File: src/rtl/core/cubic_root_solver_assert.svh
// Assertion macros for the cubic root solver.
// Used by the top level; expects clk and rst_n in scope.
`ifndef CUBIC_ROOT_SOLVER_ASSERT_SVH
`define CUBIC_ROOT_SOLVER_ASSERT_SVH
`define CRS_ASSERT_NOW(lbl, ante, cons, msg) \
  lbl: assert property (@(posedge clk) disable iff (!rst_n) (ante) |-> (cons)) \
    else $error(msg);
`define CRS_ASSERT_NXT(lbl, ante, cons, msg) \
  lbl: assert property (@(posedge clk) disable iff (!rst_n) (ante) |=> (cons)) \
    else $error(msg);
`endif

File: src/rtl/core/crs_pkg.sv
// Shared types and codes for the cubic root solver.
// No dependencies.
package crs_pkg;

  typedef logic [1:0] arith_op_t;
  localparam arith_op_t OP_MUL  = 2'd0;
  localparam arith_op_t OP_DIV  = 2'd1;
  localparam arith_op_t OP_SQRT = 2'd2;

  typedef struct packed {
    logic      start;
    arith_op_t op;
  } arith_ctl_t;

  typedef struct packed {
    logic a_zero;
    logic b_zero;
  } coef_flags_t;

  localparam logic [2:0] STAT_REAL   = 3'd0;
  localparam logic [2:0] STAT_CPLX   = 3'd1;
  localparam logic [2:0] STAT_QUAD   = 3'd2;
  localparam logic [2:0] STAT_NOCONV = 3'd3;
  localparam logic [2:0] STAT_DEGEN  = 3'd4;

  localparam logic [1:0] REG_BOUND = 2'd0;
  localparam logic [1:0] REG_STEPS = 2'd1;
  localparam logic [1:0] REG_TOL   = 2'd2;

endpackage

File: src/rtl/core/crs_front.sv
// Input side: accepts coefficient items, flags zero leading terms, queues them.
// Depends on crs_pkg.
module crs_front import crs_pkg::*; #(
  parameter int W = 48
) (
  input  logic              clk,
  input  logic              rst_n,
  input  logic              in_tvalid,
  output logic              in_tready,
  input  logic [4*W-1:0]    in_data,
  output logic              q_valid,
  output logic [4*W-1:0]    q_data,
  output coef_flags_t       q_flags,
  input  logic              q_pop
);

  logic [4*W-1:0] ent_r [2];
  coef_flags_t    flg_r [2];
  logic           wp_r, wp_nxt, rp_r, rp_nxt;
  logic [1:0]     cnt_r, cnt_nxt;
  logic           wr, rd;
  coef_flags_t    flg_in;

  assign in_tready = (cnt_r != 2'd2);
  assign wr        = in_tvalid && in_tready;
  assign rd        = q_pop && q_valid;
  assign q_valid   = (cnt_r != 2'd0);
  assign q_data    = ent_r[rp_r];
  assign q_flags   = flg_r[rp_r];

  always_comb begin
    flg_in.a_zero = (in_data[W-1:0] == '0);
    flg_in.b_zero = (in_data[2*W-1:W] == '0);
    wp_nxt  = wr ? ~wp_r : wp_r;
    rp_nxt  = rd ? ~rp_r : rp_r;
    cnt_nxt = cnt_r + {1'b0, wr} - {1'b0, rd};
  end

  always_ff @(posedge clk) begin
    if (!rst_n) begin
      wp_r  <= 1'b0;
      rp_r  <= 1'b0;
      cnt_r <= 2'd0;
    end else begin
      wp_r  <= wp_nxt;
      rp_r  <= rp_nxt;
      cnt_r <= cnt_nxt;
    end
  end

  always_ff @(posedge clk) begin
    if (wr) begin
      ent_r[wp_r] <= in_data;
      flg_r[wp_r] <= flg_in;
    end
  end

endmodule

File: config.mk
export PLATFORM = sky130hd
export DESIGN_NAME = crs_front
export DESIGN_NICKNAME = d
export VERILOG_FILES = /design/src/rtl/core/cubic_root_solver_assert.svh /design/src/rtl/core/crs_pkg.sv /design/src/rtl/core/crs_front.sv
export SDC_FILE = /design/constraint.sdc
export NUM_CORES = 1
export LEC_CHECK = 0
export ABC_AREA = 1
export BUFFER_PORTS_ARGS = -buffer_cell sky130_fd_sc_hd__buf_4
export CAP_MARGIN = 20
export CELL_PAD_IN_SITES_DETAIL_PLACEMENT = 0
export CELL_PAD_IN_SITES_GLOBAL_PLACEMENT = 1
export CORE_MARGIN = 10
export CORE_UTILIZATION = 45
export DETAILED_ROUTE_END_ITERATION = 8
export PLACE_DENSITY = 0.79
export SLEW_MARGIN = 10
export SYNTH_ARGS = -nofsm -noshare
export SYNTH_HDL_FRONTEND = slang
export SYNTH_SLANG_ARGS = --single-unit
export TNS_END_PERCENT = 30
File: constraint.sdc
create_clock -name clk -period 32.6 [get_ports clk]
set_input_delay 4.89 -clock clk [delete_from_list [all_inputs] [get_ports clk]]
set_output_delay 4.89 -clock clk [all_outputs]
set_load 0.01 [all_outputs]
# --- Word-level counts from Yosys, hierarchy flattened ---
# Memories as Yosys holds them, arrays and structs flattened. A register that Yosys moved wholly into a read port is not among the register bits.
# Cells that the tools add are included.
totals:
  input_bits: 196
  elab_cells: 21
  n_memories: 2
  register_bits: 4
  out_inout_bits: 196
  ram_bits: 388
classes:
  eq_ne: 1
  reduce_logical: 5
  mux: 6
  add_sub_neg: 2
  bitwise_logic: 2
mem_list:
  columns: ["memory", "words", "width", "rd", "rd_ports_with_merged_regs", "write_ports", "line", "text"]
  rows:
  - ["ent_r", 2, 192, 1, 1, 1, "crs_front.sv:17", "logic [4*W-1:0] ent_r [2];"]
  - ["flg_r", 2, 2, 1, 1, 1, "crs_front.sv:18", "coef_flags_t flg_r [2];"]
ops:
  columns: ["operator", "count"]
  rows:
  - ["48-bit zero test", 2]
  - ["1-bit two-way mux", 6]
  - ["2-bit by 1-bit adder with 2-bit output", 1]
  - ["1-bit logical AND", 2]
  - ["2-bit != test (second input constant)", 1]
  - ["1-bit NOT", 2]
  - ["2-bit nonzero test", 1]
  - ["2-bit by 1-bit subtractor with 2-bit output", 1]

# --- Longest topological paths before layout ---
logic_depth:
  word_depth: 4
  depth_mapped: 9
  ltp_nobuf: 9

# --- Least setup slack after synthesis ---
# OpenSTA, ideal clock, no wires.
synth_path:
  path_kind: "input-to-reg"
  start: "input port in_tvalid"
  end: "memory ent_r[0][0] (netlist bit), enable pin"
  setup_ps: 751
  path_buffers: 0
  arrival_time_ps: 13045
  path_stages: 2
  path_slack_ps: 18803
  required_ps: 31849
  cell_sequence: "nand2_1 > nor2_1"
synth_between:
  elab_chain_cells: 3
synth_lines:
  columns: ["item", "line", "text"]
  rows:
  - ["start: declaration", "crs_front.sv:8", "input logic in_tvalid,"]
  - ["1-bit logical AND", "crs_front.sv:25", "assign wr = in_tvalid && in_tready;"]
  - ["1-bit two-way mux", "crs_front.sv:52", "if (wr) begin"]
  - ["1-bit two-way mux (not written as such)", "crs_front.sv:53", "ent_r[wp_r] <= in_data;"]
  - ["end: declaration", "crs_front.sv:17", null]
# No other way between the ends.

==> flow_results.org <==
** Timing
- Derived from the worst setup path, the maximum achievable clock frequency is roughly 110 MHz.
- For the final routed database, the setup TNS stands at 0 ns.
- PnR worst setup slack :: approximately 23 ns
- Final count of hold timing violations :: 0
- The clock period could shrink to around 9.4 ns.
- Largest clock skew in the final design :: 0.0175 ns
- The final critical path takes up 28.9% of the cycle.
- At the pin with the least slew margin, the transition time is approximately 1.1 ns.
- Worst relative slew slack :: around 28%
- Final setup vio count :: 0
- Count of pins over their slew limit :: 0
- Setup repair after global routing missed its margin :: no

** Detailed routing
- After detailed routing, the number of remaining DRC violations is 0.
- Drt initial violations :: roughly 400
- Via count :: between 7,000 and 8,000
- Post-DR vias/cell :: about 4.8
- Final routed wirelength across all metal layers :: roughly 36,000 µm
- Average wire per cell in the routed design :: ~22 µm
- Final ANT Viol Nets :: 0
- The first TritonRoute pass finished after 5 iterations.

** Synthesis
- Fraction of post-synthesis cell area in the top cell type by area :: between 70% and 80%
- The number of nets in the synthesized netlist is approximately 950.
- Average instance area after synthesis :: about 20 µm²
- Area contributors post-synth :: edfxtp_1, mux2_4, mux2_2
- In this run the cell area of the synthesized design comes to 15,400 µm².
- Cell count after synthesis :: between 700 and 800
- Number of synthesized register bits :: ~390
- Yosys warning total :: 0
- Sequential cells were found to cover 76.5% of the synthesized design area.
- Yosys mapped the design onto 18 distinct sky130hd cell types.
- The synthesized design spends more area on one cell type than any other, namely edfxtp_1.

** Power and ir drop
- Total power :: approximately 0.0016 W
- Power density over cell area :: a little under 80 nW/µm²
- Leakage :: 7.88 nW
- Across the VDD grid, the largest voltage drop is 44.9 µV.

** CTS
- Clock tree synthesis inserted a total of 41 buffers.
- After clock tree synthesis, the clock-pin slew on the worst setup and hold paths is roughly 0.060 ns.
- After clock tree synthesis, the repair step resized 0 gates.
- Total of hold buffers inserted after clock tree synthesis :: 0
- For the worst-skew pair, the clock arrives at the later sink with an insertion delay of roughly 0.50 ns.
- In this run the post-CTS setup repair buffer count came out at 0.
- Number of buffers between clock root and the deepest sink :: 3
- TritonCTS built the clock tree.
- Clock tree synthesis selected as its root buffer the cell clkbuf_16.
- Sink Count :: 393
- Total number of H-tree levels :: 2

** Run status
- The flow ran to the end, and the final reports show no timing, DRC or antenna violations.

** GRT
- Initial antenna violation count :: 2
- Pin count of the biggest net entering global routing :: 70
- For this run, the total global-route usage over all layers was measured as between 10% and 20%.
- Met2 routing resource usage after global routing :: between 20% and 30%
- Vias in the first global route :: roughly 8,400
- In the global route stage, met1 resource usage came out at between 10% and 20%.
- Busiest layer in global routing :: met2
- Met3 Track Usage GR :: 5.75%
- Grt ovf :: 0
- Wire length of the first global-routing pass :: 51,800 µm

** Floorplan
- Core area :: 33,600 µm²
- The floorplan has 67 rows.
- In this run the vertical extent of the chip is a little over 200 µm.
- Once the floorplan was initialized, standard cells occupied 45.7% of the core.
- Number of I/O pins :: 392
- The die covers between 40,000 and 50,000 µm².
- Die width :: approximately 200 µm

** Setup path
- The worst register-to-register path begins at cnt_r[0]$_SDFF_PN0_.
- Category of the most critical setup path :: reg2out
- Data arrives at the worst endpoint at ~4.5 ns.
- The worst register-to-register path has a depth of 6.
- Termination of the worst setup path :: q_data[171]
- RR Endpoint :: ent_r[1][70]$_DFFE_PP_
- The worst setup path is captured at an output pin.
- The most numerous cell type found on the critical path is buf_4.
- The largest single stage delay on the critical path is 0.91 ns.
- Critical-path cell list :: buf_4, buf_4, buf_4, mux2_4, buf_4
- The largest individual stage delay along the critical path comes from the cell buf_4.
- R2R Setup Slk :: between 20 and 30 ns
- Setup crit start kind :: flip-flop
- Req. time, crit path :: between 20 and 30 ns
- Crit path max fanout :: 64

** Placement
- Placed wire-length estimate after detailed placement :: 25,700 µm
- The congestion estimate from routability-driven global placement came to 0.759.
- PortBufs :: 391
- After detailed placement, the design holds a cell count of about 1,600.
- At the placement stage, the worst setup path has a slack of around 24 ns.

** Hold path
- Hold path depth :: 1
- Min-delay worst type :: reg2reg

** Job
- Max-cap viol count :: 0

** Final layout
- Compared with the post-synthesis result, the final layout area differs by 30.6%.
- The final layout contains 1,372 nets.
- Proportion of layout cells with a drive suffix above 1 :: roughly 54%
- The filler cells instantiated in the layout total between 2,000 and 3,000.
- The sequential cells in the finished layout cover a total of roughly 12,000 µm².
- Multi-input combinational cell area :: around 3300 µm²
- Number of non-filler instances in the completed layout :: 1,648
[worst min-delay path by stage]
stage | startpoint | end | slack (ns)
after global routing | rp_r$_SDFFE_PN0P_ | rp_r$_SDFFE_PN0P_ | 0.47
after detailed placement | rp_r$_SDFFE_PN0P_ | rp_r$_SDFFE_PN0P_ | 0.44
final | rp_r$_SDFFE_PN0P_ | rp_r$_SDFFE_PN0P_ | 0.45
after global placement | rp_r$_SDFFE_PN0P_ | rp_r$_SDFFE_PN0P_ | 0.43
after CTS | rp_r$_SDFFE_PN0P_ | rp_r$_SDFFE_PN0P_ | 0.45
after floorplan | rp_r$_SDFFE_PN0P_ | flip-flop | 0.43
[through the flow]
stage          hold slack [ns]  area (µm²)  utilization [%]
2_1_floorplan            0.425       15400                -
5_1_grt                  0.467       20100             59.7
3_3_place_gp             0.434       18700             55.7
4_1_cts                  0.453       20100             59.7
3_5_place_dp             0.442       18700             55.7
6_report                 0.453       20100             59.7
[critical path: cells and delay by family, from the launching register on]
family	cells	cell delay (ns)
buffers and inverters	4	2.61
DFF	1	0.84
muxes	1	0.35
[synthesized netlist by cell type]
library cell and n:
edfxtp_1 388, mux2_4 160, nor2_1 52, inv_1 37
nand2_1 37, mux2_2 34, buf_6 18, dfxtp_1 5
a21oi_1 4, and2_1 4, buf_2 3, o21ai_0 3
ha_1 2, nand4_1 2, buf_8 1, o21a_1 1
or2_2 1, xnor2_1 1
[layout by cell type (no fill, tap or decap), types with 3 or more instances in the layout]
master / n
buf_4: 400
edfxtp_1: 388
mux2_4: 160
nor2_1: 50
clkbuf_16: 41
inv_1: 37
nand2_1: 37
mux2_2: 34
clkbuf_1: 13
bufinv_16: 8
and2_1: 4
a21oi_1: 4
dfxtp_1: 4
o21ai_0: 3
[where the power goes]
group	internal [W]	total [W]	switching, W
combinational	0.000223	0.000415	0.000192
sequential	0.000647	0.000674	0.0000270
clock	0.000294	0.000470	0.000176
[state kept, by name, indices dropped and copies added, names as in the netlist, named ones only]
signal,flops
ent_r,384
cnt_r,2
wp_r,1
flg_r,4
rp_r,1
[cell type report]
type	instances	area share, %
multi-input combinational	301	16.2
sequential	393	58.6
tap	448	2.79
clock inverter	14	1.37
clock buffer	54	5.36
inverter	37	0.692
antenna	1	0.0125
timing repair buffer	400	15.0
[cells by family after synthesis]
| group | share of synthesized area (%) |
|---|---|
| compound gates | 0.277 |
| xor+xnor | 0.0570 |
| fa+ha+maj | 0.163 |
| buf+inv | 2.42 |
| flops | 76.5 |
| mux | 18.1 |
| simple gates | 2.46 |
[layer usage]
layer  routed length [µm]  part of all wire (%)  vias to the layer above
met5                   19                 0.053                        -
met4                  550                   1.5                        2
met3                 3270                   9.2                       39
met2                17900                    50                      284
met1                13900                    39                     3841
li1                     -                     -                     3687
(Power assumes the default switching activity.)
