==> src/rtl/core/cubic_root_solver_assert.svh <==
// Assertion macros for the cubic root solver.
// Used by the top level; expects clk and rst_n in scope.
`ifndef CUBIC_ROOT_SOLVER_ASSERT_SVH
`define CUBIC_ROOT_SOLVER_ASSERT_SVH
`define CRS_ASSERT_NOW(lbl, ante, cons, msg) \
  lbl: assert property (@(posedge clk) disable iff (!rst_n) (ante) |-> (cons)) \
    else $error(msg);
`define CRS_ASSERT_NXT(lbl, ante, cons, msg) \
  lbl: assert property (@(posedge clk) disable iff (!rst_n) (ante) |=> (cons)) \
    else $error(msg);
`endif

==> src/rtl/core/crs_pkg.sv <==
// Shared types and codes for the cubic root solver.
// No dependencies.
package crs_pkg;

  typedef logic [1:0] arith_op_t;
  localparam arith_op_t OP_MUL  = 2'd0;
  localparam arith_op_t OP_DIV  = 2'd1;
  localparam arith_op_t OP_SQRT = 2'd2;

  typedef struct packed {
    logic      start;
    arith_op_t op;
  } arith_ctl_t;

  typedef struct packed {
    logic a_zero;
    logic b_zero;
  } coef_flags_t;

  localparam logic [2:0] STAT_REAL   = 3'd0;
  localparam logic [2:0] STAT_CPLX   = 3'd1;
  localparam logic [2:0] STAT_QUAD   = 3'd2;
  localparam logic [2:0] STAT_NOCONV = 3'd3;
  localparam logic [2:0] STAT_DEGEN  = 3'd4;

  localparam logic [1:0] REG_BOUND = 2'd0;
  localparam logic [1:0] REG_STEPS = 2'd1;
  localparam logic [1:0] REG_TOL   = 2'd2;

endpackage

==> src/rtl/core/crs_arith.sv <==
// Shared multi-cycle arithmetic: saturating fixed-point multiply (four partial
// products), restoring divide and square root, one bit per cycle. Uses crs_pkg.
module crs_arith import crs_pkg::*; #(
  parameter int W = 48,
  parameter int F = 32
) (
  input  logic                clk,
  input  logic                rst_n,
  input  arith_ctl_t          ctl,
  input  logic signed [W-1:0] opa,
  input  logic signed [W-1:0] opb,
  output logic                done,
  output logic signed [W-1:0] res
);

  localparam int H  = (W + 1) / 2;
  localparam int DW = W + F;
  localparam int RW = DW + (DW % 2);
  localparam int RB = RW / 2;
  localparam int MW = (2 * W > DW) ? 2 * W : DW;
  localparam int CW = $clog2(RW + 1);

  localparam logic [2:0] A_IDLE = 3'd0;
  localparam logic [2:0] A_MUL  = 3'd1;
  localparam logic [2:0] A_DIV  = 3'd2;
  localparam logic [2:0] A_SQRT = 3'd3;
  localparam logic [2:0] A_FIN  = 3'd4;

  localparam logic signed [W-1:0] VMAX = {1'b0, {(W-1){1'b1}}};
  localparam logic signed [W-1:0] VMIN = {1'b1, {(W-1){1'b0}}};
  localparam logic [MW-1:0] VMAX_M = MW'(VMAX);

  logic [2:0]      st_r, st_nxt;
  logic [W-1:0]    ma_r, ma_nxt, mb_r, mb_nxt;
  logic [2*W-1:0]  acc_r, acc_nxt;
  logic [1:0]      ph_r, ph_nxt;
  logic            neg_r, neg_nxt;
  logic [MW-1:0]   fm_r, fm_nxt;
  logic [RW-1:0]   sh_r, sh_nxt;
  logic [W:0]      rem_r, rem_nxt;
  logic [DW-1:0]   q_r, q_nxt;
  logic [RB:0]     srem_r, srem_nxt;
  logic [RB-1:0]   root_r, root_nxt;
  logic [CW-1:0]   cnt_r, cnt_nxt;
  logic            done_r, done_nxt;
  logic signed [W-1:0] res_r, res_nxt;

  logic [W-1:0]    mag_a, mag_b;
  logic [H-1:0]    pa, pb;
  logic [2*H-1:0]  pp;
  logic [2*W-1:0]  pp_sh;
  logic [W:0]      dt;
  logic            dge;
  logic [RB+2:0]   st_t, st_trial;
  logic            sge;

  assign done = done_r;
  assign res  = res_r;

  always_comb begin
    mag_a = opa[W-1] ? W'(-opa) : W'(opa);
    mag_b = opb[W-1] ? W'(-opb) : W'(opb);
    pa    = ph_r[0] ? H'(ma_r[W-1:H]) : ma_r[H-1:0];
    pb    = ph_r[1] ? H'(mb_r[W-1:H]) : mb_r[H-1:0];
    pp    = pa * pb;
    unique case (ph_r)
      2'd0:    pp_sh = (2*W)'(pp);
      2'd3:    pp_sh = (2*W)'(pp) << (2 * H);
      default: pp_sh = (2*W)'(pp) << H;
    endcase
    dt       = {rem_r[W-1:0], sh_r[DW-1]};
    dge      = (dt >= {1'b0, ma_r});
    st_t     = {srem_r, sh_r[RW-1:RW-2]};
    st_trial = (RB+3)'({root_r, 2'b01});
    sge      = (st_t >= st_trial);
  end

  always_comb begin
    st_nxt   = st_r;
    ma_nxt   = ma_r;
    mb_nxt   = mb_r;
    acc_nxt  = acc_r;
    ph_nxt   = ph_r;
    neg_nxt  = neg_r;
    fm_nxt   = fm_r;
    sh_nxt   = sh_r;
    rem_nxt  = rem_r;
    q_nxt    = q_r;
    srem_nxt = srem_r;
    root_nxt = root_r;
    cnt_nxt  = cnt_r;
    done_nxt = 1'b0;
    res_nxt  = res_r;
    unique case (st_r)
      A_IDLE: begin
        if (ctl.start) begin
          cnt_nxt = '0;
          unique case (ctl.op)
            OP_MUL: begin
              ma_nxt  = mag_a;
              mb_nxt  = mag_b;
              neg_nxt = opa[W-1] ^ opb[W-1];
              acc_nxt = '0;
              ph_nxt  = 2'd0;
              st_nxt  = A_MUL;
            end
            OP_DIV: begin
              neg_nxt = opa[W-1] ^ opb[W-1];
              if (opa == '0) begin
                fm_nxt  = '0;
                st_nxt  = A_FIN;
              end else if (opb == '0) begin
                neg_nxt = opa[W-1];
                fm_nxt  = '1;
                st_nxt  = A_FIN;
              end else begin
                sh_nxt  = RW'({mag_a, {F{1'b0}}});
                ma_nxt  = mag_b;
                rem_nxt = '0;
                q_nxt   = '0;
                st_nxt  = A_DIV;
              end
            end
            OP_SQRT: begin
              neg_nxt = 1'b0;
              if (opa[W-1] || opa == '0) begin
                fm_nxt = '0;
                st_nxt = A_FIN;
              end else begin
                sh_nxt   = RW'({opa, {F{1'b0}}});
                srem_nxt = '0;
                root_nxt = '0;
                st_nxt   = A_SQRT;
              end
            end
            default: st_nxt = A_IDLE;
          endcase
        end
      end
      A_MUL: begin
        acc_nxt = acc_r + pp_sh;
        ph_nxt  = ph_r + 2'd1;
        if (ph_r == 2'd3) begin
          fm_nxt = MW'(acc_nxt >> F);
          st_nxt = A_FIN;
        end
      end
      A_DIV: begin
        rem_nxt = dge ? dt - {1'b0, ma_r} : dt;
        q_nxt   = {q_r[DW-2:0], dge};
        sh_nxt  = sh_r << 1;
        cnt_nxt = cnt_r + 1'b1;
        if (cnt_r == CW'(DW - 1)) begin
          fm_nxt = MW'(q_nxt);
          st_nxt = A_FIN;
        end
      end
      A_SQRT: begin
        srem_nxt = sge ? (RB+1)'(st_t - st_trial) : (RB+1)'(st_t);
        root_nxt = {root_r[RB-2:0], sge};
        sh_nxt   = sh_r << 2;
        cnt_nxt  = cnt_r + 1'b1;
        if (cnt_r == CW'(RB - 1)) begin
          fm_nxt = MW'(root_nxt);
          st_nxt = A_FIN;
        end
      end
      A_FIN: begin
        if (neg_r) begin
          res_nxt = (fm_r > VMAX_M + MW'(1)) ? VMIN : -$signed(fm_r[W-1:0]);
        end else begin
          res_nxt = (fm_r > VMAX_M) ? VMAX : $signed(fm_r[W-1:0]);
        end
        done_nxt = 1'b1;
        st_nxt   = A_IDLE;
      end
      default: st_nxt = A_IDLE;
    endcase
  end

  always_ff @(posedge clk) begin
    if (!rst_n) begin
      st_r   <= A_IDLE;
      done_r <= 1'b0;
    end else begin
      st_r   <= st_nxt;
      done_r <= done_nxt;
    end
  end

  always_ff @(posedge clk) begin
    ma_r   <= ma_nxt;
    mb_r   <= mb_nxt;
    acc_r  <= acc_nxt;
    ph_r   <= ph_nxt;
    neg_r  <= neg_nxt;
    fm_r   <= fm_nxt;
    sh_r   <= sh_nxt;
    rem_r  <= rem_nxt;
    q_r    <= q_nxt;
    srem_r <= srem_nxt;
    root_r <= root_nxt;
    cnt_r  <= cnt_nxt;
    res_r  <= res_nxt;
  end

endmodule

==> config.mk <==
export PLATFORM = sky130hd
export DESIGN_NAME = crs_arith
export DESIGN_NICKNAME = d
export VERILOG_FILES = /design/src/rtl/core/cubic_root_solver_assert.svh /design/src/rtl/core/crs_pkg.sv /design/src/rtl/core/crs_arith.sv
export SDC_FILE = /design/constraint.sdc
export NUM_CORES = 2
export LEC_CHECK = 0
export ABC_CLOCK_PERIOD_IN_PS = 13100
export BUFFER_PORTS_ARGS = -buffer_cell sky130_fd_sc_hd__buf_2
export CORE_MARGIN = 2
export CORE_UTILIZATION = 65
export DETAILED_ROUTE_END_ITERATION = 10
export PLACE_DENSITY = 0.82
export SLEW_MARGIN = 20
export SYNTH_ARGS = -nofsm -noshare
export SYNTH_HDL_FRONTEND = slang
export SYNTH_SLANG_ARGS = --single-unit
export TNS_END_PERCENT = 1
==> constraint.sdc <==
create_clock -name clk -period 13.1 [get_ports clk]
set_input_delay 0.655 -clock clk [delete_from_list [all_inputs] [get_ports clk]]
set_output_delay 0.655 -clock clk [all_outputs]
set_load 0.005 [all_outputs]
## Yosys cells after proc, flatten, opt, wreduce, memory -nomap -nowiden

Index checks and enable logic that the tools add are counted.

- Multiplexer cells: 67
- Reduce and logical (&&, ||, !) cells: 25
- Eq/ne operators: 27
- Shifts and indexed selects: 0
- Magnitude comparators: 4
- $mul: 1
- Bitwise operators: 1
- Add/subtract/negate cells: 8
- Div/mod/pow operators: 0

Operators with widths:

| kind | count |
|---|---|
| 96-bit two-way mux | 9 |
| 48-bit two-way mux | 12 |
| 96-bit one-hot mux with 2 select lines | 3 |
| 96-bit one-hot mux with 4 select lines | 1 |
| 80-bit two-way mux | 4 |
| 79-bit two-way mux | 4 |
| 80-bit one-hot mux with 3 select lines | 1 |
| 48-bit one-hot mux with 2 select lines | 2 |
| 41-bit two-way mux | 4 |
| 80-bit one-hot mux with 2 select lines | 1 |
| 79-bit one-hot mux with 2 select lines | 1 |
| 48-bit negation | 3 |
| 40-bit two-way mux | 3 |
| 96-bit adder | 1 |
| 96-bit by 47-bit greater-than comparator with 1-bit output (second input constant) | 1 |
| 96-bit by 48-bit greater-than comparator with 1-bit output (second input constant) | 1 |
| 48-bit logical NOT | 2 |
| 41-bit one-hot mux with 2 select lines | 1 |
| 40-bit one-hot mux with 2 select lines | 1 |
| 49-bit by 48-bit >= comparator with 1-bit output | 1 |
| 24-bit by 24-bit multiplier with 48-bit output | 1 |
| 24-bit two-way mux | 2 |
| 48-bit subtractor | 1 |
| 43-bit by 42-bit >= comparator with 1-bit output | 1 |
| other kinds (38) | 72 |

- Logic and storage cells: 148
- Latch bits: 0
- Memories kept: 0
- Bits in read-only memories: 0
- Output and inout bits: 49
- Bits in writable memories: 0
- Input bits: 101
- Register bits after elaboration: 638

## Depth between registers and ports, before layout

- Depth after elaboration: 7
- Mapped depth: 44
- Mapped depth without buffers: 41

## Least setup slack after synthesis

No wires, ideal clock.

- Path kind: input to register
- Start point: input port opb[0]
- End point: register q_r[0] (enable)
- Path slack: 1.308 ns
- Data arrival time: 11.003 ns
- Setup time: 0.788 ns
- Cell stages on the path: 11
- Path buffers: 0
- Data required time: 12.312 ns
- Cells stage by stage: inv_1 ha_1 and3_1 nand3_1 nand3b_1 or4_1 or3_1 or3_1 o21bai_1 or2_2 o21ai_0

- Longest elaborated chain between the ends: 3

RTL lines:

| element | RTL line | text |
|---|---|---|
| from (decl) | crs_arith.sv:11 | `input logic signed [W-1:0] opb,` |
| 48-bit logical NOT | crs_arith.sv:112 | `end else if (opb == '0) begin` |
| 2-bit != test (no line) | - |  |
| 5-bit AND reduction (no line) | - |  |
| to (signal assigned) | crs_arith.sv:200 | `q_r <= q_nxt;` |
| to (decl) | crs_arith.sv:41 | `logic [DW-1:0] q_r, q_nxt;` |

No other way between the ends.
A chain may end at the register's enable or synchronous reset.

## Final worst setup path

- Start point: register ph_r[0]
- End point: register fm_r[62] (data pin)

- Longest elaborated chain between the ends: 6
- Elaborated cells on any way between the ends: 8
- Those cells by class: 1 x add/sub; 1 x mul; 1 x eq/ne; 4 x mux; 1 x reduce/logical

RTL lines:

| element | RTL line | text |
|---|---|---|
| from (decl) | crs_arith.sv:36 | `logic [1:0] ph_r, ph_nxt;` |
| from (signal assigned) | crs_arith.sv:195 | `ph_r <= ph_nxt;` |
| 24-bit two-way mux | crs_arith.sv:63 | `pa = ph_r[0] ? H'(ma_r[W-1:H]) : ma_r[H-1:0];` |
| 24-bit by 24-bit multiplier with 48-bit output | crs_arith.sv:65 | `pp = pa * pb;` |
| 96-bit one-hot mux with 2 select lines * | crs_arith.sv:66 | `unique case (ph_r)` |
| 96-bit adder * | crs_arith.sv:141 | `acc_nxt = acc_r + pp_sh;` |
| 96-bit two-way mux * | crs_arith.sv:143 | `if (ph_r == 2'd3) begin` |
| 96-bit one-hot mux with 4 select lines * | crs_arith.sv:94 | `unique case (st_r)` |
| via fm_nxt[62] | crs_arith.sv:38 | `logic [MW-1:0] fm_r, fm_nxt;` |
| to (signal assigned) | crs_arith.sv:197 | `fm_r <= fm_nxt;` |
| to (decl) | crs_arith.sv:38 |  |

The timed path passes the listed nets; every way through them passes the cells marked *. The select of a mux whose other input is x is not followed.

==> qor.csv <==
stage,metric,value,unit
routing,wire length per cell,24.1,um
status,status,"finished, final reports clean",
setup_path,Critical Path Fanout Max,12,
min_path,Hold EP,st_r[0],
min_path,hold path depth,3,
timing,Setup Skew,0.0377,ns
logic_synthesis,Post-Syn Instances,6393,
min_path,hold path startpoint,rst_n,
setup_path,"slowest stage delay, CP",0.81,ns
clock_network,"Reg clk slew, reported paths",0.07,ns
routing,router iterations before antenna repair,6,
finish,"final std cell area, no fill",62900,um2
setup_path,"most used cell, CP",fa_1,
routing,routed vias,49000,
timing,unrepaired setup endpoints after global routing,no,
logic_synthesis,Main synth FF type,edfxtp_1,
grt,largest net degree at the start of global routing,128,
setup_path,Worst path slowest cell,a21boi_1,
setup_path,critical path buffer and inverter count,7,
setup_path,worst reg2reg setup slack,0.53,ns
timing,TNS Setup,0,ns
grt,gr ovfl total,0,
clock_network,insertion delay to the later sink of the worst-skew pair,0.65,ns
logic_synthesis,Synth Cell Area,58700,um2
grt,initial antenna violation count,14,
logic_synthesis,number of synthesized flops with an enable pin,587,
flow_run,Max Cap Violations,0,
logic_synthesis,sequential-to-total area share from yosys stat,30.2,%
setup_path,Setup CP Type,reg -> reg,
clock_network,root buf cell,clkbuf_16,
setup_path,r2r worst-path depth,37,
finish,Fill cells,6909,
die,row cnt,110,
finish,Area Overhead vs Synth,7.12,%
setup_path,CP required,13.46,ns
grt,Total Routing Usage GR,39.4,%
die,Core ar.,89700,um2
place,Placed Area,60700,um2
place,Port Buffers,149,
die,die height,304,um
place,GPL Wtd Cong,1.06,
finish,final net count,7354,
routing,drc violations,0,
setup_path,Reg-to-Reg End,fm_r[62],
finish,share of cells above drive strength 1,7.52,%
finish,Reg area,17700,um2
logic_synthesis,top-area cell type share of the netlist area,30.0,%
grt,first-pass GRT wire length,279,mm
timing,Tmin final,12.57,ns
logic_synthesis,"FF+latch count, synth",591,
timing,"Setup violations, final",0,
clock_network,# hold bufs at CTS,0,
die,initial core utilization,65.4,%
logic_synthesis,Commonest cells post-synth,"nor2_1 (746), inv_1 (739), nand2_1 (651)",
clock_network,Max clock buf depth,3,
routing,antenna-violating nets left,0,
clock_network,setup bufs post-CTS,0,
setup_path,worst path arrival time,12.93,ns
routing,vias per cell,6.43,
clock_network,CTS Buf Count,68,
routing,initial DRC count,6452,
clock_network,TritonCTS clock tree,done,
logic_synthesis,Synth cell types,88,
clock_network,Post-CTS Resized,0,
logic_synthesis,Yosys Warn Count,0,
timing,fmax,0.0796,GHz
setup_path,kind of cell adding the most delay to the critical path,adder cells,
logic_synthesis,mean post-synth cell area,9.18,um2
timing,Fin. Hold Viols,0,
logic_synthesis,syn nets,7347,
logic_synthesis,cell taking the most area after synthesis,edfxtp_1,
timing,max-slew violation count,0,
timing,Worst Tran Pin Value,1.20,ns
logic_synthesis,fraction of registers with async set/reset,0,%
timing,Max-slew headroom,18.6,%
clock_network,clock sinks,591,
finish,Multi-input gate area,37100,um2
timing,final worst path period share,95.9,%
logic_synthesis,cell with the most instances after synthesis,nor2_1,
routing,final WL,184,mm
die,Die ar.,92700,um2
die,die width,304,um
place,Final HPWL DP,143,mm
setup_path,CP endpoint kind,flop,
grt,vias in the first global route,47300,
logic_synthesis,Synth area leaders,"edfxtp_1 (30%), fa_1 (17%), ha_1 (7.9%), nor2_1 (4.8%), inv_1 (4.7%)",
finish,fin util,70.1,%
setup_path,Worst R2R Start,ph_r[0],
die,total I/O pin count,150,
clock_network,CTS H-tree lvls,3,
min_path,HP Class,in -> reg,
setup_path,Worst Setup Start Kind,flop,
## worst max path at each step
stage	start	end	slack [ns]	cells after the start
finish	ph_r[0]	fm_r[62]	0.53	37
global route	ph_r[0]	fm_r[60]	0.11	42
floorplan	opb[0]	q_r[0]	1.31	11
detailed placement	ph_r[1]	fm_r[62]	0.71	37
CTS	ph_r[1]	fm_r[62]	0.66	37
global placement	ph_r[1]	fm_r[25]	0.89	39
## registers in the layout, summed over array words and instances, names as in the netlist, 40 cells and up
| register | count |
|---|---|
| ma_r | 48 |
| rem_r | 48 |
| srem_r | 41 |
| q_r | 79 |
| mb_r | 48 |
| sh_r | 48 |
| root_r | 40 |
| fm_r | 81 |
| res | 48 |
| acc_r | 96 |
## worst min-delay path: cells and delay by family
family | cells | cell delay (ns)
AOI/OAI and AO/OA | 2 | 0.11
buffers and inverters | 1 | 0.12
## cells in the final DEF (no fill, tap or decap), types with 25 or more instances in the layout
| master | netlist | routed |
|---|---|---|
| buf_4 | 1 | 115 |
| edfxtp_1 | 587 | 587 |
| ha_1 | 369 | 368 |
| o21a_1 | 42 | 42 |
| buf_2 | 3 | 149 |
| inv_1 | 739 | 739 |
| nand3_1 | 64 | 64 |
| or2_2 | 32 | 32 |
| or3_1 | 85 | 85 |
| xnor2_1 | 206 | 206 |
| o21ai_0 | 294 | 293 |
| nor2_1 | 746 | 745 |
| a22o_1 | 46 | 46 |
| mux2_2 | 27 | 27 |
| a21o_1 | 102 | 102 |
| xor2_1 | 142 | 142 |
| nand2b_1 | 32 | 30 |
| fa_1 | 484 | 484 |
| a21oi_1 | 349 | 345 |
| a211o_1 | 25 | 25 |
| clkbuf_16 | 0 | 70 |
| nor3_1 | 70 | 70 |
| o21bai_1 | 45 | 45 |
| nor4_1 | 32 | 32 |
| mux2i_1 | 163 | 156 |
| nor2b_1 | 43 | 40 |
| nand2_1 | 651 | 648 |
| nand4_1 | 76 | 76 |
| a31oi_1 | 42 | 42 |
| a211oi_1 | 45 | 45 |
| o31ai_1 | 47 | 47 |
| and2_1 | 157 | 156 |
## metal layers
metal	vias to the layer above	track usage (%)	share of wire (%)
met3	562	9.83	12
met5	-	0	0.063
met2	2908	58.5	43
met4	18	15.8	4.7
li1	21800	-	-
met1	23700	55.6	40
## cell type report
type                       count  share of cell area [%]
sequential                   591                    28.2
tap                         1176                    2.34
clock inverter                40                   0.625
inverter                     740                    4.42
clock buffer                  80                    2.85
antenna                        5                  0.0199
timing repair buffer         266                    2.62
multi-input combinational   4733                    59.0
## through the flow
step	hold WS, ns	std cells	setup slack [ns]
floorplan	0.491	6393	1.31
global placement	0.509	7506	0.888
detailed placement	0.517	7506	0.711
CTS	0.267	7626	0.659
global route	0.290	7628	0.115
finish	0.289	7631	0.531
## cells by family after synthesis
group | Yosys count | synth area share, %
compound gates | 1255 | 13.7
flops | 591 | 30.2
simple gates | 2087 | 16.3
mux | 190 | 3.30
buf+inv | 1069 | 6.94
xor+xnor | 348 | 5.19
fa+ha+maj | 853 | 24.4
Power is not shown: default switching activity piles up to over one toggle a cycle in this logic, so the estimate is an artifact.
